<file path="config.mk">
export PLATFORM = sky130hd
export DESIGN_NAME = stdma_slot_reservation
export DESIGN_NICKNAME = d
export VERILOG_FILES = /design/src/hw/rtl/stdma_pkg.sv /design/src/hw/rtl/stdma_mod.sv /design/src/hw/rtl/stdma_dp.sv /design/src/hw/rtl/stdma_ctrl.sv /design/src/hw/rtl/stdma_slot_reservation.sv
export SDC_FILE = /design/constraint.sdc
export NUM_CORES = 1
export LEC_CHECK = 0
export ABC_AREA = 1
export BUFFER_PORTS_ARGS = -buffer_cell sky130_fd_sc_hd__buf_2
export CAP_MARGIN = 15
export CORE_ASPECT_RATIO = 1.4
export CORE_MARGIN = 2
export CORE_UTILIZATION = 28
export DETAILED_ROUTE_END_ITERATION = 7
export GPL_TIMING_DRIVEN = 0
export PLACE_DENSITY = 0.54
export SYNTH_ARGS = -nofsm -noshare
export SYNTH_HDL_FRONTEND = slang
export SYNTH_SLANG_ARGS = --single-unit
</file>
<file path="constraint.sdc">
create_clock -name clk -period 10.14 [get_ports clk]
set_input_delay 0.507 -clock clk [delete_from_list [all_inputs] [get_ports clk]]
set_output_delay 0.507 -clock clk [all_outputs]
set_load 0.05 [all_outputs]
</file>
<file path="src/hw/rtl/stdma_pkg.sv">
package stdma_pkg;

	localparam int ADDR_W     = 48;
	localparam int BYTE_W     = 8;
	localparam int PREFIX_W   = 24;
	localparam int INT_W      = 4;
	localparam int CFG_IDX_W  = 2;
	localparam int CFG_DATA_W = 24;
	localparam int OUT_SLOT_W = 6;
	localparam int MOD_NW     = 9;

	localparam logic [CFG_IDX_W-1:0] CFG_VENDOR_PREFIX = 2'd0;
	localparam logic [CFG_IDX_W-1:0] CFG_MIN_INTERVAL  = 2'd1;
	localparam logic [CFG_IDX_W-1:0] CFG_INTERVAL_SPAN = 2'd2;

	localparam logic [PREFIX_W-1:0] PREFIX_RST = 24'd1920;
	localparam logic [INT_W-1:0]    MIN_RST    = 4'd3;
	localparam logic [INT_W-1:0]    SPAN_RST   = 4'd4;

	typedef enum logic [1:0] {
		SS_FREE     = 2'd0,
		SS_EXTERNAL = 2'd2,
		SS_OWN      = 2'd3
	} slot_st_t;

	typedef enum logic [2:0] {
		AS_SLOT,
		AS_IDX,
		AS_OWN,
		AS_SCAN,
		AS_NEXT
	} addr_sel_t;

	typedef enum logic [1:0] {
		MS_PICK,
		MS_TIMEOUT
	} mod_sel_t;

	typedef enum logic [3:0] {
		CS_IDLE,
		CS_HEARD_START,
		CS_HEARD_WAIT,
		CS_HEARD_UPD,
		CS_TICK,
		CS_SWEEP,
		CS_OWN_CHK,
		CS_SCAN,
		CS_PICK_START,
		CS_PICK_WAIT,
		CS_TMO_START,
		CS_TMO_WAIT,
		CS_TX_CHK,
		CS_OFF_ADJ,
		CS_RESULT
	} ctrl_state_t;

	typedef struct packed {
		logic      capture;
		logic      mod_start;
		mod_sel_t  mod_sel;
		addr_sel_t addr_sel;
		logic      heard_upd;
		logic      tick_adv;
		logic      sweep;
		logic      scan_init;
		logic      scan_step;
		logic      pick_take;
		logic      claim;
		logic      tx_begin;
		logic      off_add;
		logic      off_final;
		logic      out_load;
	} ctrl_cmd_t;

	typedef struct packed {
		logic in_tick;
		logic in_heard_ok;
		logic mod_busy;
		logic sc_wrap;
		logic idx_last;
		logic own_live;
		logic scan_last;
		logic own_match;
		logic off_low;
		logic out_free;
	} ctrl_sts_t;

endpackage

</file>
<file path="src/hw/rtl/stdma_mod.sv">
module stdma_mod import stdma_pkg::*; #(
	parameter int DW = 5
) (
	input  logic              clk,
	input  logic              arst_n,
	input  logic              start,
	input  logic [MOD_NW-1:0] dividend,
	input  logic [DW-1:0]     divisor,
	output logic              busy,
	output logic [MOD_NW-1:0] rem
);

	localparam int DQW    = DW + MOD_NW - 1;
	localparam int STEP_W = $clog2(MOD_NW);

	logic [MOD_NW-1:0] rem_q;
	logic [DQW-1:0]    d_q;
	logic [STEP_W-1:0] step_q;
	logic              busy_q;
	logic [DQW-1:0]    rem_ext;
	logic [DQW-1:0]    diff;
	logic              ge;

	always_comb begin
		rem_ext = DQW'(rem_q);
		diff    = rem_ext - d_q;
		ge      = rem_ext >= d_q;
	end

	always_ff @(posedge clk or negedge arst_n) begin
		if (!arst_n) begin
			busy_q <= 1'b0;
			step_q <= '0;
		end else if (start) begin
			busy_q <= 1'b1;
			step_q <= '0;
		end else if (busy_q) begin
			step_q <= step_q + 1'b1;
			if (step_q == STEP_W'(MOD_NW - 1)) begin
				busy_q <= 1'b0;
			end
		end
	end

	always_ff @(posedge clk) begin
		if (start) begin
			rem_q <= dividend;
			d_q   <= {divisor, {(MOD_NW-1){1'b0}}};
		end else if (busy_q) begin
			if (ge) begin
				rem_q <= MOD_NW'(diff);
			end
			d_q <= d_q >> 1;
		end
	end

	assign busy = busy_q;
	assign rem  = rem_q;

endmodule

</file>
<file path="src/hw/rtl/stdma_dp.sv">
module stdma_dp import stdma_pkg::*; #(
	parameter int SLOT_COUNT        = 8,
	parameter int SELECT_HALF_WIDTH = 2
) (
	input  logic                  clk,
	input  logic                  arst_n,
	input  logic                  cfg_we,
	input  logic [CFG_IDX_W-1:0]  cfg_index,
	input  logic [CFG_DATA_W-1:0] cfg_data,
	input  logic                  opcode,
	input  logic [ADDR_W-1:0]     sender_address,
	input  logic [BYTE_W-1:0]     heard_offset,
	input  logic [BYTE_W-1:0]     heard_timeout,
	input  logic [BYTE_W-1:0]     rand_pick,
	input  logic [BYTE_W-1:0]     rand_timeout,
	input  ctrl_cmd_t             cmd,
	output ctrl_sts_t             sts,
	input  logic                  out_ready,
	output logic                  out_valid,
	output logic                  stop_adv_start_scan,
	output logic                  transmit,
	output logic [OUT_SLOT_W-1:0] adv_offset,
	output logic [BYTE_W-1:0]     adv_timeout,
	output logic [OUT_SLOT_W-1:0] slot_now
);

	localparam int SW       = $clog2(SLOT_COUNT);
	localparam int CAND_MAX = 2 * SELECT_HALF_WIDTH + 2;
	localparam int CIW      = $clog2(CAND_MAX);
	localparam int CNW      = $clog2(CAND_MAX + 1);
	localparam int WW       = $clog2(2 * SELECT_HALF_WIDTH + 2);
	localparam int OFF_W    = $clog2(2 * SLOT_COUNT + 16);
	localparam int DW       = $clog2(SLOT_COUNT + 16);
	localparam int HK       = MOD_NW + SW;
	localparam int HMW      = MOD_NW + 2;
	localparam int HPW      = MOD_NW + HMW;

	localparam logic [SW-1:0]     SC_LAST  = SW'(SLOT_COUNT - 1);
	localparam logic [SW:0]       SC_X     = (SW + 1)'(SLOT_COUNT);
	localparam logic [SW:0]       HALF_X   = (SW + 1)'(SELECT_HALF_WIDTH);
	localparam logic [OFF_W-1:0]  SC_O     = OFF_W'(SLOT_COUNT);
	localparam logic [WW-1:0]     WIN_LAST = WW'(2 * SELECT_HALF_WIDTH);
	localparam logic [MOD_NW-1:0] SC_N     = MOD_NW'(SLOT_COUNT);
	localparam logic [HMW-1:0]    HM       = HMW'(((1 << HK) + SLOT_COUNT - 1) / SLOT_COUNT);

	logic [PREFIX_W-1:0] prefix_q;
	logic [INT_W-1:0]    min_q;
	logic [INT_W-1:0]    span_q;

	slot_st_t          st_q    [SLOT_COUNT];
	logic [BYTE_W-1:0] left_q  [SLOT_COUNT];
	logic [BYTE_W-1:0] hnext_q [SLOT_COUNT];

	logic [SW-1:0] sc_q;
	logic [SW-1:0] own_q;
	logic [SW-1:0] own_next_q;
	logic          was_tx_q;
	logic          skip_q;
	logic [SW-1:0] idx_q;
	logic [SW-1:0] j_q;
	logic [CNW-1:0] cnt_q;
	logic [WW-1:0] wcnt_q;
	logic [SW-1:0] cand_q [CAND_MAX];

	logic [BYTE_W-1:0] h_off_q;
	logic [BYTE_W-1:0] h_to_q;
	logic [BYTE_W-1:0] r_pick_q;
	logic [BYTE_W-1:0] r_to_q;

	logic              stop_q;
	logic              tx_q;
	logic [OFF_W-1:0]  off_q;
	logic [BYTE_W-1:0] to_q;

	logic              out_valid_q;
	logic              o_stop_q;
	logic              o_tx_q;
	logic [OFF_W-1:0]  o_off_q;
	logic [BYTE_W-1:0] o_to_q;
	logic [SW-1:0]     o_slot_q;

	logic [MOD_NW-1:0] mod_rem;
	logic              mod_busy;
	logic [MOD_NW-1:0] mod_num;
	logic [DW-1:0]     mod_den;
	logic [INT_W-1:0]  span_eff;

	logic [MOD_NW-1:0] hsum;
	logic [HPW-1:0]    hprod;
	logic [MOD_NW-1:0] hback;
	logic [MOD_NW-1:0] hq_q;
	logic [SW-1:0]     hslot_q;

	logic [SW-1:0]     addr;
	slot_st_t          rd_st;
	logic [BYTE_W-1:0] rd_left;
	logic [BYTE_W-1:0] rd_next;
	logic [BYTE_W-1:0] sw_left;
	slot_st_t          sw_st;
	logic              heard_wr;
	logic [SW:0]       j_init;
	logic [OFF_W-1:0]  off_init;

	always_comb begin
		case (cmd.addr_sel)
			AS_SLOT: addr = hslot_q;
			AS_IDX:  addr = idx_q;
			AS_OWN:  addr = own_q;
			AS_SCAN: addr = j_q;
			AS_NEXT: addr = own_next_q;
			default: addr = idx_q;
		endcase
		rd_st   = st_q[addr];
		rd_left = left_q[addr];
		rd_next = hnext_q[addr];
	end

	always_comb begin
		sw_left = rd_left;
		sw_st   = rd_st;
		if (rd_next > rd_left) begin
			sw_left = rd_next;
			sw_st   = SS_EXTERNAL;
		end
		if (sw_left != '0) begin
			sw_left = sw_left - 1'b1;
		end
		if (sw_left == '0) begin
			sw_st = SS_FREE;
		end
	end

	always_comb begin
		span_eff = (span_q == '0) ? INT_W'(1) : span_q;
		case (cmd.mod_sel)
			MS_PICK: begin
				mod_num = MOD_NW'(r_pick_q);
				mod_den = DW'(cnt_q);
			end
			MS_TIMEOUT: begin
				mod_num = MOD_NW'(r_to_q);
				mod_den = DW'(span_eff);
			end
			default: begin
				mod_num = MOD_NW'(r_to_q);
				mod_den = DW'(span_eff);
			end
		endcase
	end

	// wrap the heard slot by reciprocal multiply
	always_comb begin
		hsum  = MOD_NW'(sc_q) + MOD_NW'(h_off_q);
		hprod = HPW'(hsum) * HPW'(HM);
		hback = hq_q * SC_N;
	end

	always_ff @(posedge clk) begin
		hq_q    <= MOD_NW'(hprod >> HK);
		hslot_q <= SW'(hsum - hback);
	end

	always_comb begin
		heard_wr = (addr != own_next_q) && (h_to_q > rd_next);
		j_init   = {1'b0, own_q} + SC_X - HALF_X;
		if (j_init >= SC_X) begin
			j_init = j_init - SC_X;
		end
		off_init = OFF_W'(own_next_q) + SC_O - OFF_W'(sc_q);
		if (off_init >= SC_O) begin
			off_init = off_init - SC_O;
		end
	end

	stdma_mod #(
		.DW(DW)
	) u_mod (
		.clk      (clk),
		.arst_n   (arst_n),
		.start    (cmd.mod_start),
		.dividend (mod_num),
		.divisor  (mod_den),
		.busy     (mod_busy),
		.rem      (mod_rem)
	);

	always_ff @(posedge clk or negedge arst_n) begin
		if (!arst_n) begin
			prefix_q <= PREFIX_RST;
			min_q    <= MIN_RST;
			span_q   <= SPAN_RST;
		end else if (cfg_we) begin
			case (cfg_index)
				CFG_VENDOR_PREFIX: prefix_q <= cfg_data[PREFIX_W-1:0];
				CFG_MIN_INTERVAL:  min_q    <= cfg_data[INT_W-1:0];
				CFG_INTERVAL_SPAN: span_q   <= cfg_data[INT_W-1:0];
				default: ;
			endcase
		end
	end

	always_ff @(posedge clk or negedge arst_n) begin
		if (!arst_n) begin
			for (int i = 0; i < SLOT_COUNT; i++) begin
				st_q[i]    <= SS_FREE;
				left_q[i]  <= '0;
				hnext_q[i] <= '0;
			end
		end else begin
			if (cmd.heard_upd && heard_wr) begin
				hnext_q[addr] <= h_to_q;
			end
			if (cmd.sweep) begin
				hnext_q[addr] <= '0;
				left_q[addr]  <= sw_left;
				st_q[addr]    <= sw_st;
			end
			if (cmd.claim) begin
				st_q[addr]   <= SS_OWN;
				left_q[addr] <= BYTE_W'(mod_rem) + BYTE_W'(min_q);
			end
		end
	end

	always_ff @(posedge clk or negedge arst_n) begin
		if (!arst_n) begin
			sc_q       <= '0;
			own_q      <= '0;
			own_next_q <= '0;
			was_tx_q   <= 1'b0;
			skip_q     <= 1'b0;
			idx_q      <= '0;
			j_q        <= '0;
			cnt_q      <= '0;
			wcnt_q     <= '0;
		end else begin
			if (cmd.tick_adv) begin
				was_tx_q <= 1'b0;
				idx_q    <= '0;
				if (sc_q == SC_LAST) begin
					sc_q   <= '0;
					skip_q <= 1'b0;
				end else begin
					sc_q <= sc_q + 1'b1;
				end
			end
			if (cmd.sweep) begin
				idx_q <= idx_q + 1'b1;
			end
			if (cmd.scan_init) begin
				j_q    <= j_init[SW-1:0];
				cnt_q  <= CNW'(1);
				wcnt_q <= '0;
			end
			if (cmd.scan_step) begin
				j_q    <= (j_q == SC_LAST) ? '0 : j_q + 1'b1;
				wcnt_q <= wcnt_q + 1'b1;
				if (rd_st == SS_FREE) begin
					cnt_q <= cnt_q + 1'b1;
				end
			end
			if (cmd.pick_take) begin
				own_next_q <= cand_q[mod_rem[CIW-1:0]];
			end
			if (cmd.tx_begin) begin
				own_q    <= own_next_q;
				was_tx_q <= 1'b1;
			end
			if (cmd.off_final) begin
				skip_q <= off_q > SC_O;
			end
		end
	end

	always_ff @(posedge clk) begin
		if (cmd.capture) begin
			h_off_q  <= heard_offset;
			h_to_q   <= heard_timeout;
			r_pick_q <= rand_pick;
			r_to_q   <= rand_timeout;
		end
		if (cmd.scan_init) begin
			cand_q[0] <= own_q;
		end
		if (cmd.scan_step && rd_st == SS_FREE) begin
			cand_q[cnt_q[CIW-1:0]] <= j_q;
		end
		if (cmd.tick_adv) begin
			stop_q <= was_tx_q;
			tx_q   <= 1'b0;
			off_q  <= '0;
			to_q   <= '0;
		end
		if (cmd.tx_begin) begin
			tx_q  <= 1'b1;
			off_q <= off_init;
		end
		if (cmd.off_add) begin
			off_q <= off_q + SC_O;
		end
		if (cmd.off_final) begin
			to_q <= rd_left;
		end
		if (cmd.out_load) begin
			o_stop_q <= stop_q;
			o_tx_q   <= tx_q;
			o_off_q  <= off_q;
			o_to_q   <= to_q;
			o_slot_q <= sc_q;
		end
	end

	always_ff @(posedge clk or negedge arst_n) begin
		if (!arst_n) begin
			out_valid_q <= 1'b0;
		end else if (cmd.out_load) begin
			out_valid_q <= 1'b1;
		end else if (out_ready) begin
			out_valid_q <= 1'b0;
		end
	end

	always_comb begin
		sts.in_tick     = !opcode;
		sts.in_heard_ok = opcode && (sender_address[ADDR_W-1:ADDR_W-PREFIX_W] == prefix_q);
		sts.mod_busy    = mod_busy;
		sts.sc_wrap     = sc_q == SC_LAST;
		sts.idx_last    = idx_q == SC_LAST;
		sts.own_live    = rd_left != '0;
		sts.scan_last   = wcnt_q == WIN_LAST;
		sts.own_match   = (sc_q == own_q) && !skip_q;
		sts.off_low     = off_q <= OFF_W'(span_q);
		sts.out_free    = !out_valid_q || out_ready;
	end

	assign out_valid           = out_valid_q;
	assign stop_adv_start_scan = o_stop_q;
	assign transmit            = o_tx_q;
	assign adv_offset          = OUT_SLOT_W'(o_off_q);
	assign adv_timeout         = o_to_q;
	assign slot_now            = OUT_SLOT_W'(o_slot_q);

endmodule

</file>
<file path="src/hw/rtl/stdma_ctrl.sv">
module stdma_ctrl import stdma_pkg::*; (
	input  logic      clk,
	input  logic      arst_n,
	input  logic      in_valid,
	output logic      in_ready,
	input  ctrl_sts_t sts,
	output ctrl_cmd_t cmd
);

	ctrl_state_t state_q;
	ctrl_state_t state_d;

	always_ff @(posedge clk or negedge arst_n) begin
		if (!arst_n) begin
			state_q <= CS_IDLE;
		end else begin
			state_q <= state_d;
		end
	end

	always_comb begin
		state_d = state_q;
		case (state_q)
			CS_IDLE: begin
				if (in_valid) begin
					if (sts.in_tick) begin
						state_d = CS_TICK;
					end else if (sts.in_heard_ok) begin
						state_d = CS_HEARD_START;
					end
				end
			end
			CS_HEARD_START: state_d = CS_HEARD_WAIT;
			CS_HEARD_WAIT: state_d = CS_HEARD_UPD;
			CS_HEARD_UPD: state_d = CS_IDLE;
			CS_TICK: state_d = sts.sc_wrap ? CS_SWEEP : CS_TX_CHK;
			CS_SWEEP: begin
				if (sts.idx_last) begin
					state_d = CS_OWN_CHK;
				end
			end
			CS_OWN_CHK: state_d = sts.own_live ? CS_TX_CHK : CS_SCAN;
			CS_SCAN: begin
				if (sts.scan_last) begin
					state_d = CS_PICK_START;
				end
			end
			CS_PICK_START: state_d = CS_PICK_WAIT;
			CS_PICK_WAIT: begin
				if (!sts.mod_busy) begin
					state_d = CS_TMO_START;
				end
			end
			CS_TMO_START: state_d = CS_TMO_WAIT;
			CS_TMO_WAIT: begin
				if (!sts.mod_busy) begin
					state_d = CS_TX_CHK;
				end
			end
			CS_TX_CHK: state_d = sts.own_match ? CS_OFF_ADJ : CS_RESULT;
			CS_OFF_ADJ: begin
				if (!sts.off_low) begin
					state_d = CS_RESULT;
				end
			end
			CS_RESULT: begin
				if (sts.out_free) begin
					state_d = CS_IDLE;
				end
			end
			default: state_d = CS_IDLE;
		endcase
	end

	always_comb begin
		cmd          = '0;
		cmd.mod_sel  = MS_PICK;
		cmd.addr_sel = AS_IDX;
		in_ready     = 1'b0;
		case (state_q)
			CS_IDLE: begin
				in_ready    = 1'b1;
				cmd.capture = in_valid;
			end
			CS_HEARD_START: ;
			CS_HEARD_WAIT: ;
			CS_HEARD_UPD: begin
				cmd.heard_upd = 1'b1;
				cmd.addr_sel  = AS_SLOT;
			end
			CS_TICK: cmd.tick_adv = 1'b1;
			CS_SWEEP: begin
				cmd.sweep    = 1'b1;
				cmd.addr_sel = AS_IDX;
			end
			CS_OWN_CHK: begin
				cmd.scan_init = 1'b1;
				cmd.addr_sel  = AS_OWN;
			end
			CS_SCAN: begin
				cmd.scan_step = 1'b1;
				cmd.addr_sel  = AS_SCAN;
			end
			CS_PICK_START: begin
				cmd.mod_start = 1'b1;
				cmd.mod_sel   = MS_PICK;
			end
			CS_PICK_WAIT: cmd.pick_take = !sts.mod_busy;
			CS_TMO_START: begin
				cmd.mod_start = 1'b1;
				cmd.mod_sel   = MS_TIMEOUT;
			end
			CS_TMO_WAIT: begin
				cmd.claim    = !sts.mod_busy;
				cmd.addr_sel = AS_NEXT;
			end
			CS_TX_CHK: cmd.tx_begin = sts.own_match;
			CS_OFF_ADJ: begin
				cmd.addr_sel  = AS_OWN;
				cmd.off_add   = sts.off_low;
				cmd.off_final = !sts.off_low;
			end
			CS_RESULT: cmd.out_load = sts.out_free;
			default: ;
		endcase
	end

endmodule

</file>
<file path="src/hw/rtl/stdma_slot_reservation.sv">
// Self-organized TDMA slot reservation. A heard word (opcode 1) from a sender
// whose upper three address bytes match vendor_prefix notes the neighbor's
// timeout for the slot it announced; the reciprocal multiply that wraps the
// offset onto a slot registers its quotient and then the slot, and a word from
// a foreign sender is taken and dropped. A tick word (opcode 0) advances the
// slot and always returns one result word; without a frame end its run length
// depends on the own-slot check and the loop that brings the advertised offset
// into range. At a frame end the table is walked one slot per cycle, and if the
// own slot has expired the selection window is walked one slot per cycle and
// two 9-step passes of the modulo unit pick the new slot and its lifetime. One
// word is in work at a time; a finished result sits in an output register, so
// the next word is taken while it waits. The slot table is cleared by reset at
// once and needs no clearing pass.
module stdma_slot_reservation import stdma_pkg::*; #(
	parameter int SLOT_COUNT        = 8,
	parameter int SELECT_HALF_WIDTH = 2
) (
	input  logic                  clk,
	input  logic                  arst_n,
	input  logic                  cfg_we,
	input  logic [CFG_IDX_W-1:0]  cfg_index,
	input  logic [CFG_DATA_W-1:0] cfg_data,
	input  logic                  in_valid,
	output logic                  in_ready,
	input  logic                  opcode,
	input  logic [ADDR_W-1:0]     sender_address,
	input  logic [BYTE_W-1:0]     heard_offset,
	input  logic [BYTE_W-1:0]     heard_timeout,
	input  logic [BYTE_W-1:0]     rand_pick,
	input  logic [BYTE_W-1:0]     rand_timeout,
	output logic                  out_valid,
	input  logic                  out_ready,
	output logic                  stop_adv_start_scan,
	output logic                  transmit,
	output logic [OUT_SLOT_W-1:0] adv_offset,
	output logic [BYTE_W-1:0]     adv_timeout,
	output logic [OUT_SLOT_W-1:0] slot_now
);

	ctrl_cmd_t cmd;
	ctrl_sts_t sts;

	stdma_ctrl u_ctrl (
		.clk      (clk),
		.arst_n   (arst_n),
		.in_valid (in_valid),
		.in_ready (in_ready),
		.sts      (sts),
		.cmd      (cmd)
	);

	stdma_dp #(
		.SLOT_COUNT        (SLOT_COUNT),
		.SELECT_HALF_WIDTH (SELECT_HALF_WIDTH)
	) u_dp (
		.clk                 (clk),
		.arst_n              (arst_n),
		.cfg_we              (cfg_we),
		.cfg_index           (cfg_index),
		.cfg_data            (cfg_data),
		.opcode              (opcode),
		.sender_address      (sender_address),
		.heard_offset        (heard_offset),
		.heard_timeout       (heard_timeout),
		.rand_pick           (rand_pick),
		.rand_timeout        (rand_timeout),
		.cmd                 (cmd),
		.sts                 (sts),
		.out_ready           (out_ready),
		.out_valid           (out_valid),
		.stop_adv_start_scan (stop_adv_start_scan),
		.transmit            (transmit),
		.adv_offset          (adv_offset),
		.adv_timeout         (adv_timeout),
		.slot_now            (slot_now)
	);

endmodule

</file>
==> results of run 1 <==
[cells in the mapped netlist (28+ instances only)]
master    instances  share of area [%]
xnor2_1          28                1.5
o21ai_0         130                3.9
inv_1           244                5.5
nand2_1         481                 11
nand3_1         111                3.3
nor2_1          120                2.7
dfrtp_1         202                 30
a21oi_1         190                5.7
a22oi_1          59                2.6
ha_1             50                3.7
clkbuf_1         34               0.76
edfxtp_1         90                 16
[routing by layer]
layer | global-route usage (%) | wire (um)
met1 | 20.3 | 20900
met2 | 31.3 | 27800
met3 | 2.32 | 2540
met4 | 10.3 | 3010
met5 | 0 | 0
[metrics by stage]
step	hold WS, ns	cell area (um2)
floorplan	0.211	16700
global placement	0.414	18200
detailed placement	0.411	18200
CTS	0.0248	19400
global route	0.0572	19400
finish	-0.0336	19400
[flip-flops by register name, indices dropped and copies added, names as in the netlist, 9 cells and up]
name,count
u_dp.cand_q,18
u_dp.hnext_q,64
u_dp.u_mod.d_q,12
u_dp.st_q,16
u_dp.u_mod.rem,9
u_dp.prefix_q,24
u_dp.left_q,64
[worst max-delay path, delay by kind of cell, from the launching register on]
kind,cells,cell delay (ns)
AOI/OAI and AO/OA,2,1.16
and+or+nand+nor,23,3.03
buffers and inverters,6,1.26
DFF,1,0.48
adders and majority gates,2,0.50
[cells by family after synthesis]
| logic type | Yosys count |
|---|---|
| xor gates and xnor gates | 40 |
| adders and majority gates | 54 |
| muxes | 16 |
| and+or+nand+nor | 794 |
| buffers and inverters | 331 |
| other | 1 |
| AOI/OAI and AO/OA | 441 |
| DFF | 311 |
[cell type report]
| cell class | instances | area share [%] |
|---|---|---|
| Sequential cell | 311 | 42.1 |
| Multi-Input combinational cell | 1349 | 36.9 |
| Clock buffer | 53 | 5.49 |
| Inverter | 258 | 4.99 |
| Tap cell | 756 | 4.86 |
| Timing Repair Buffer | 104 | 2.86 |
| Buffer | 73 | 2.17 |
| Clock inverter | 14 | 0.688 |
[path summary, 6_finish.rpt]
kind                       slack [ns]                          start                            end
setup / recovery                 3.57  u_ctrl.state_q[3]$_DFFE_PN0P_         u_dp.st_q[7]$_DFF_PN0_
hold / removal                  -0.03                         arst_n      u_dp.left_q[50]$_DFF_PN0_
setup reg to reg                 3.57  u_ctrl.state_q[3]$_DFFE_PN0P_         u_dp.st_q[7]$_DFF_PN0_
hold reg to reg                  0.42     u_dp.to_q[2]$_SDFFCE_PN0P_  u_dp.adv_timeout[2]$_DFFE_PP_
max in group asynchronous        9.11                         arst_n  u_dp.prefix_q[19]$_DFFE_PN0P_
min in group clk                 0.13               heard_timeout[6]       u_dp.h_to_q[6]$_DFFE_PP_
==> impl_metrics.env, run 1 <==
export IMPL_status="finished, violations left"
export IMPL_violations="negative hold slack"
export IMPL_syn_area_per_cell_um2=8.41
export IMPL_start_util_pct=28.1
export IMPL_finClkSkew_ns=0.0189
export IMPL_io_pins=136
export IMPL_grt_pass1_vias=14700
export IMPL_synthCells=1988
export IMPL_post_cts_buffers=0
export IMPL_core_area_um2=59400
export IMPL_synthMuxAreaShare_pct=1.08
export IMPL_dp_cells=2851
export IMPL_grt_use_total_pct=17.6
export IMPL_hold_class="in2async"
export IMPL_final_nets=2300
export IMPL_synthXorXnorAreaFrac_pct=2.09
export IMPL_finalHoldViolations=10
export IMPL_drtIter0Drc=1013
export IMPL_ys_flop_type="dfrtp_1"
export IMPL_crit_path_top_delay_cell="o31ai_2"
export IMPL_layout_common_cells="nand2_1, inv_1, dfrtp_1"
export IMPL_vias=14500
export IMPL_clk_pin_slew_ns=0.06
export IMPL_grt_start_max_net_pins=110
export IMPL_port_buffers=102
export IMPL_cts_hold_fix_buffers=0
export IMPL_min_period_ns=6.57
export IMPL_syn_to_final_growth_pct=16.3
export IMPL_viasPerCell=4.97
export IMPL_seqCellArea_um2=8180
export IMPL_die_x_um=211
export IMPL_fin_crit_sh_pct=64.8
export IMPL_cts_tree="yes"
export IMPL_maxCapViolCount=0
export IMPL_required_ns=10.58
export IMPL_final_fill_count=6203
export IMPL_overflow=0
export IMPL_cp_slowest_stage_delay_ns=0.74
export IMPL_fin_cells=2918
export IMPL_cts_root_buf="clkbuf_16"
export IMPL_ant_nets=0
export IMPL_layout_drive_gt1_share_pct=13.0
export IMPL_clk_path_buf_depth=3
export IMPL_yosys_area_share_simple_pct=20.3
export IMPL_crit_top_cell="nand2_1"
export IMPL_cts_buffers=37
export IMPL_max_freq_ghz=0.152
export IMPL_crit_arrival_ns=7.01
export IMPL_rsz0062_at_grt="no"
export IMPL_start_kind="register"
export IMPL_ys_seq_area_share_pct=48.9
export IMPL_layout_commonest_cell="nand2_1"
export IMPL_multiInputGateArea_um2=7170
export IMPL_die_h_um=293
export IMPL_grt_pass1_wl_um=84200
export IMPL_grt_antenna_before_repair=0
export IMPL_synth_compound_area_share_pct=15.1
export IMPL_drt_wl_total_um=54200
export IMPL_cts_sinks=311
export IMPL_n_antenna_cell=0
export IMPL_ys_async_sr_fraction_pct=67.2
export IMPL_finalSetupTns_ns=0
export IMPL_end_kind="register"
export IMPL_cts_resized=0
export IMPL_finalSetupViolations=0
export IMPL_drcViolationCount=0
export IMPL_rows=106
export IMPL_holdWs_ns=-0.0336
export IMPL_cp_max_fo=10
export IMPL_avgRoutedWirePerCell_um=18.6
export IMPL_place_congestion=0.930
export IMPL_reg2regPathDepth=33
export IMPL_synth_warnings=0
export IMPL_hpwl_um=39800
export IMPL_finalMaxSlewViolations=0
export IMPL_synthesis_area_um2=16700
export IMPL_synth_top_family_by_area="simple AND/OR/NAND/NOR gates"
export IMPL_clk_latency_ns=0.56
export IMPL_slew_headroom_pct=25.6
export IMPL_worst_pin_slew_ns=1.11
export IMPL_htreeDepth=2
export IMPL_worst_slack_ns=3.57
export IMPL_ys_ff_latch=311
export IMPL_first_pass_iters=5
export IMPL_synth_enable_flop_cells=90
export IMPL_crit_type="reg2reg"
export IMPL_synthDistinctLibCells=59
export IMPL_utilization_pct=32.7
export IMPL_synthAdderAreaFrac_pct=4.22
export IMPL_place_ws_ns=3.67
export IMPL_dieArea_um2=61700
Power of run 1 is left out: the tool's default activity adds up to more than one toggle a clock period on the data nets, which glitch-free logic cannot reach.
==> run 2, diff against run 1 <==
--- a/config.mk
+++ b/config.mk
@@ -5,7 +5,7 @@
 export SDC_FILE = /design/constraint.sdc
 export NUM_CORES = 1
 export LEC_CHECK = 0
-export ABC_AREA = 1
+export ABC_AREA = 0
 export BUFFER_PORTS_ARGS = -buffer_cell sky130_fd_sc_hd__buf_2
 export CAP_MARGIN = 15
 export CORE_ASPECT_RATIO = 1.4
==> constraint.sdc (replaced) <==
create_clock -name clk -period 6.05 [get_ports clk]
set_input_delay 0.3025 -clock clk [delete_from_list [all_inputs] [get_ports clk]]
set_output_delay 0.3025 -clock clk [all_outputs]
set_load 0.05 [all_outputs]
==> run 2 against run 1 <==
Sequential share of layout area down 2.8 points. Die area down 1.3%. Clock skew up 0.010 ns. Largest cell class unchanged. Critical path type unchanged. Global-route usage up 0.15 points. Final cell count down 9.6%. Flip-flop and latch count unchanged. Synthesized cell count down 19%. The flow now finishes without violations. Critical path depth down 4.
==> impl_metrics.env, run 2 <==
export IMPL_status="finished, final reports clean"
export IMPL_finClkSkew_ns=0.0292
export IMPL_crit_type="reg2reg"
export IMPL_crit_cells=29
export IMPL_grt_start_max_net_pins=79
export IMPL_finalSetupViolations=0
export IMPL_critPathBufInv=7
export IMPL_reg2regPathDepth=29
export IMPL_first_pass_iters=6
export IMPL_crit_arrival_ns=6.26
export IMPL_maxCapViolCount=0
export IMPL_ys_flop_type="dfrtp_1"
export IMPL_cts_sinks=311
export IMPL_yosysMostFrequentCell="dfrtp_1"
export IMPL_met2_usage_pct=31.2
export IMPL_cp_endpoint="u_dp.st_q[3]$_DFF_PN0_"
export IMPL_worst_pin_slew_ns=1.24
export IMPL_overflow=0
export IMPL_grt_pass1_wl_um=83100
export IMPL_synthCells=1614
export IMPL_slew_headroom_pct=16.4
export IMPL_synthMuxAreaShare_pct=12.5
export IMPL_r2r_start="u_ctrl.state_q[1]$_DFFE_PN0P_"
export IMPL_port_buffers=102
export IMPL_layout_drive_gt1_share_pct=21.1
export IMPL_clk_pin_slew_ns=0.06
export IMPL_globalRouteMet3Util_pct=2.93
export IMPL_cp_max_fo=10
export IMPL_min_period_ns=5.87
export IMPL_vias=13600
export IMPL_rows=105
export IMPL_dp_cells=2479
export IMPL_crit_top_cell="buf_12"
export IMPL_end_kind="register"
export IMPL_drt_wl_total_um=54900
export IMPL_grt_util_met1_pct=20.1
export IMPL_finalMaxSlewViolations=0
export IMPL_final_nets=2028
export IMPL_crit_path_top_delay_cell="dfrtp_2"
export IMPL_syn_to_final_growth_pct=26.3
export IMPL_synth_enable_flop_cells=90
export IMPL_cts_root_buf="clkbuf_16"
export IMPL_cts_buffers=37
export IMPL_crit_family="simple AND/OR/NAND/NOR gates"
export IMPL_synth_common_cells="dfrtp_1, nor2_1, nand2_1"
export IMPL_clk_path_buf_depth=3
export IMPL_holdWs_ns=0.0318
export IMPL_largestRegisters="u_dp.hnext_q x64, u_dp.left_q x64, u_dp.prefix_q x24"
export IMPL_cts_tree="yes"
export IMPL_layout_common_cells="dfrtp_1, nor2_1, nand2_1"
export IMPL_syn_area_per_cell_um2=10.2
export IMPL_synthDistinctLibCells=80
export IMPL_hold_start="cfg_data[1]"
export IMPL_grt_antenna_before_repair=0
export IMPL_ys_seq_area_share_pct=49.6
export IMPL_die_x_um=209
export IMPL_htreeDepth=2
export IMPL_ys_ff_latch=311
export IMPL_dieArea_um2=60900
export IMPL_synthesis_area_um2=16500
export IMPL_synth_warnings=0
export IMPL_clk_latency_ns=0.57
export IMPL_ys_async_sr_fraction_pct=67.2
export IMPL_grt_use_total_pct=17.8
export IMPL_drtIter0Drc=905
export IMPL_synth_largest_area_cell="dfrtp_1"
export IMPL_grt_pass1_vias=14100
export IMPL_grt_busiest_layer="met2"
export IMPL_yosys_area_share_simple_pct=14.5
export IMPL_drcViolationCount=0
export IMPL_cp_slowest_stage_delay_ns=0.43
export IMPL_hold_class="in2reg"
export IMPL_die_h_um=291
export IMPL_viasPerCell=5.15
export IMPL_synthAdderAreaFrac_pct=4.28
export IMPL_ant_nets=0
export IMPL_core_area_um2=58500
export IMPL_synth_area_leaders="dfrtp_1, edfxtp_1, mux2i_1"
export IMPL_required_ns=6.45
export IMPL_finalHoldViolations=0
export IMPL_reg2reg_to="u_dp.st_q[3]$_DFF_PN0_"
export IMPL_hpwl_um=39100
export IMPL_hold_path_depth=2
export IMPL_worstSetupStartpoint="u_ctrl.state_q[1]$_DFFE_PN0P_"
export IMPL_synth_top_family_by_area="simple AND/OR/NAND/NOR gates"
export IMPL_max_freq_ghz=0.170
export IMPL_place_congestion=0.885
export IMPL_r2r_slack_ns=0.18
export IMPL_layout_commonest_cell="dfrtp_1"
export IMPL_n_antenna_cell=0
export IMPL_synth_top_area_share_pct=30.6
export IMPL_fin_crit_sh_pct=97.0
export IMPL_start_util_pct=28.2
export IMPL_io_pins=136
export IMPL_fin_cells=2638
export IMPL_synthXorXnorAreaFrac_pct=2.87
export IMPL_avgRoutedWirePerCell_um=20.8
export IMPL_synth_compound_area_share_pct=12.7
export IMPL_start_kind="register"
[run 2: cell count changes after synthesis, sizes merged, moves of 40 or more]
cell   previous run  this run
nor2            134       200
a22oi            59         3
nand2           506       178
nand3           115        30
a21oi           191        74
mux2             16        56
mux2i             0       137
inv             256        51
[run 2: cell type report]
cell class | count | area [um2]
clock inverter | 15 | 161
inverter | 53 | 200
multi-input combinational | 1166 | 8180
tap | 749 | 937
buffer | 85 | 601
clock buffer | 51 | 1050
sequential | 311 | 8180
timing repair buffer | 208 | 1540
fill | 5823 | 37600
[run 2: logic make-up (layout without fill, tap and decap cells)]
logic type / Yosys count / after routing
simple gates: 535 / 535
flops: 311 / 311
compound gates: 323 / 323
xor+xnor: 54 / 54
mux: 196 / 196
other cells: 1 / 4
fa+ha+maj: 54 / 54
buf+inv: 140 / 412
[run 2: worst reg2reg max path, delay by kind of cell, from the launching register on]
| kind | cells | cell delay (ns) |
|---|---|---|
| AO/OA/AOI/OAI | 9 | 1.67 |
| adder cells (fa/ha/maj) | 2 | 0.40 |
| buffers and inverters | 7 | 1.18 |
| flip-flops | 1 | 0.43 |
| multiplexers | 1 | 0.09 |
| AND/OR/NAND/NOR | 10 | 1.89 |
[run 2: per-stage QoR]
stage          util [%]  instance area [um2]  TNS (ns)  setup WS, ns
5_1_grt            35.7                20800    -0.390       -0.0560
3_3_place_gp       30.7                18000   -159.13         -2.30
6_report           35.7                20800         0         0.185
2_1_floorplan         -                16500         0         0.124
4_1_cts            35.0                20400         0     0.0000848
3_5_place_dp       31.0                18100   -141.51         -2.07
[run 2: repair_timing]
item                                   in CTS  in global routing
resized for setup                         106                 63
endpoints found under the hold margin     103                  0
pin swaps                                  15                 25
setup buffers                              24                 17
hold buffers                               49                  0
setup endpoints to repair                  94                 65
gates cloned                                1                  2
[run 2: routing by layer]
metal / vias up / wire [um] / share of wire, %
met3: 168 / 3010 / 5.5
met1: 6626 / 21000 / 38
li1: 6276 / - / -
met4: 0 / 3350 / 6.1
met5: - / 0 / 0
met2: 504 / 27600 / 50
[run 2: worst min path at each step]
stage / end / slack [ns]
after floorplan: u_ctrl.state_q[0]$_DFFE_PN0P_ / 0.007
after global placement: u_dp.adv_timeout[2]$_DFFE_PP_ / 0.41
final: u_dp.span_q[1]$_DFFE_PN0P_ / 0.03
after detailed placement: u_dp.hnext_q[62]$_DFF_PN0_ / 0.27
after CTS: u_dp.span_q[1]$_DFFE_PN0P_ / 0.01
after global routing: u_dp.prefix_q[2]$_DFFE_PN0P_ / 0.02
Power of run 2 is left out for the same reason.
==> run 3, diff against run 2 <==
--- a/config.mk
+++ b/config.mk
@@ -9,11 +9,12 @@
 export BUFFER_PORTS_ARGS = -buffer_cell sky130_fd_sc_hd__buf_2
 export CAP_MARGIN = 15
 export CORE_ASPECT_RATIO = 1.4
-export CORE_MARGIN = 2
+export CORE_MARGIN = 3
 export CORE_UTILIZATION = 28
 export DETAILED_ROUTE_END_ITERATION = 7
 export GPL_TIMING_DRIVEN = 0
 export PLACE_DENSITY = 0.54
+export SETUP_SLACK_MARGIN = 0.5
 export SYNTH_ARGS = -nofsm -noshare
 export SYNTH_HDL_FRONTEND = slang
 export SYNTH_SLANG_ARGS = --single-unit
==> run 3 against run 2 <==
Non-clock buffer count is 34 higher. Clock skew is 0.012 ns lower. Core utilization is 1.7 points higher. Clock-buffer cell count is 1 lower. Global-route usage is 0.20 points lower. Critical path type unchanged. Critical endpoint unchanged. Largest cell class is now multi-input gates.
==> impl_metrics.env, run 3 (synthesis results as in run 2) <==
export IMPL_required_ns=6.45
export IMPL_finalHoldViolations=0
export IMPL_htreeDepth=2
export IMPL_cts_buffers=37
export IMPL_first_pass_iters=5
export IMPL_port_buffers=102
export IMPL_drcViolationCount=0
export IMPL_cts_sinks=311
export IMPL_cp_max_fo=8
export IMPL_cts_tree="yes"
export IMPL_grt_use_total_pct=17.6
export IMPL_utilization_pct=37.4
export IMPL_min_period_ns=5.84
export IMPL_max_freq_ghz=0.171
export IMPL_slew_headroom_pct=15.5
export IMPL_avgRoutedWirePerCell_um=20.8
export IMPL_layout_commonest_cell="dfrtp_1"
export IMPL_core_area_um2=57900
export IMPL_place_ws_ns=-1.72
export IMPL_layout_common_cells="dfrtp_1, nor2_1, nand2_1"
export IMPL_dieArea_um2=61900
export IMPL_start_util_pct=28.5
export IMPL_clk_path_buf_depth=3
export IMPL_grt_pass1_vias=14300
export IMPL_status="finished, final reports clean"
export IMPL_clk_pin_slew_ns=0.06
export IMPL_crit_arrival_ns=6.24
export IMPL_vias=13800
export IMPL_start_kind="register"
export IMPL_place_congestion=0.908
export IMPL_final_nets=2062
export IMPL_layout_drive_gt1_share_pct=26.2
export IMPL_cts_root_buf="clkbuf_16"
export IMPL_clk_latency_ns=0.57
export IMPL_grt_antenna_before_repair=0
export IMPL_die_x_um=211
export IMPL_ant_nets=0
export IMPL_drtIter0Drc=898
export IMPL_finalSetupViolations=0
export IMPL_finClkSkew_ns=0.0167
export IMPL_worst_slack_ns=0.208
export IMPL_die_h_um=293
export IMPL_largestRegisters="u_dp.hnext_q x64, u_dp.left_q x64, u_dp.prefix_q x24"
export IMPL_syn_to_final_growth_pct=31.3
export IMPL_hpwl_um=38900
export IMPL_viasPerCell=5.18
export IMPL_rows=104
export IMPL_io_pins=136
export IMPL_fin_crit_sh_pct=96.6
export IMPL_hold_class="in2reg"
export IMPL_grt_pass1_wl_um=84200
export IMPL_drt_wl_total_um=55600
export IMPL_crit_type="reg2reg"
export IMPL_worst_pin_slew_ns=1.26
export IMPL_n_antenna_cell=0
export IMPL_rsz0062_at_grt="yes"
export IMPL_finalMaxSlewViolations=0
export IMPL_grt_start_max_net_pins=82
export IMPL_end_kind="register"
export IMPL_final_fill_count=5633
export IMPL_r2r_slack_ns=0.21
export IMPL_maxCapViolCount=0
export IMPL_overflow=0
run 3: final cells by class:
class / count / area, um2 / area share, %
Buffer: 87 / 682 / 3.15
Clock buffer: 50 / 1040 / 4.78
Clock inverter: 17 / 155 / 0.716
Inverter: 53 / 200 / 0.924
Multi-Input combinational cell: 1166 / 8620 / 39.8
Sequential cell: 311 / 8180 / 37.8
Tap cell: 742 / 928 / 4.29
Timing Repair Buffer: 240 / 1860 / 8.57
run 3: final timing paths:
path,from,end,cells after the start
max,u_ctrl.state_q[1]$_DFFE_PN0P_,u_dp.st_q[3]$_DFF_PN0_,24
min,cfg_data[1],u_dp.span_q[1]$_DFFE_PN0P_,2
max reg2reg,u_ctrl.state_q[1]$_DFFE_PN0P_,u_dp.st_q[3]$_DFF_PN0_,24
min reg2reg,u_dp.to_q[2]$_SDFFCE_PN0P_,u_dp.adv_timeout[2]$_DFFE_PP_,0
max in group asynchronous,arst_n,u_dp.prefix_q[7]$_DFFE_PN1P_,4
min in group asynchronous,arst_n,u_dp.hnext_q[30]$_DFF_PN0_,2
run 3: what timing repair did:
action / CTS / global route
buffers inserted: 55 / 19
endpoints found under the hold margin: 100 / 0
gates resized for setup: 204 / 115
setup endpoints to repair: 168 / 80
pin swaps: 47 / 42
gates cloned: 1 / 0
hold buffers: 49 / 0
run 3: per-layer routing:
layer / up-vias / GRT usage (%) / wire [um]
li1: 6324 / - / -
met1: 6841 / 20.3 / 21400
met2: 483 / 31.3 / 27900
met3: 158 / 2.54 / 3040
met4: 0 / 9.64 / 3250
met5: - / 0 / 0
run 3: worst max-delay path, cell delays in order (launching register included):
cell and delay (ns):
dfrtp_2 0.46, nand3b_1 0.27, a31o_4 0.30, a211o_4 0.39, buf_12 0.17, mux2i_4 0.18
mux2i_2 0.28, mux2_4 0.25, ha_4 0.20, a21o_1 0.18, a21oi_2 0.19, o221ai_2 0.13
o21ai_2 0.20, buf_4 0.15, buf_4 0.10, clkinv_2 0.17, mux2i_1 0.19, mux2i_2 0.32
o21ai_2 0.19, or3_1 0.40, a211oi_2 0.29, nor2_2 0.08, o32ai_4 0.30, buf_12 0.17
o211ai_1 0.09
run 3: metrics by stage:
stage	hold slack (ns)	instance area, um2	std cells	TNS [ns]
after floorplan	0.00691	16500	1617	0
after CTS	0.0199	21100	2642	0
after detailed placement	0.246	18100	2470	-112.43
final	0.0353	21700	2666	0
after global placement	0.410	18000	2461	-123.14
after global routing	0.0326	21700	2666	0
Power of run 3 is left out for the same reason.
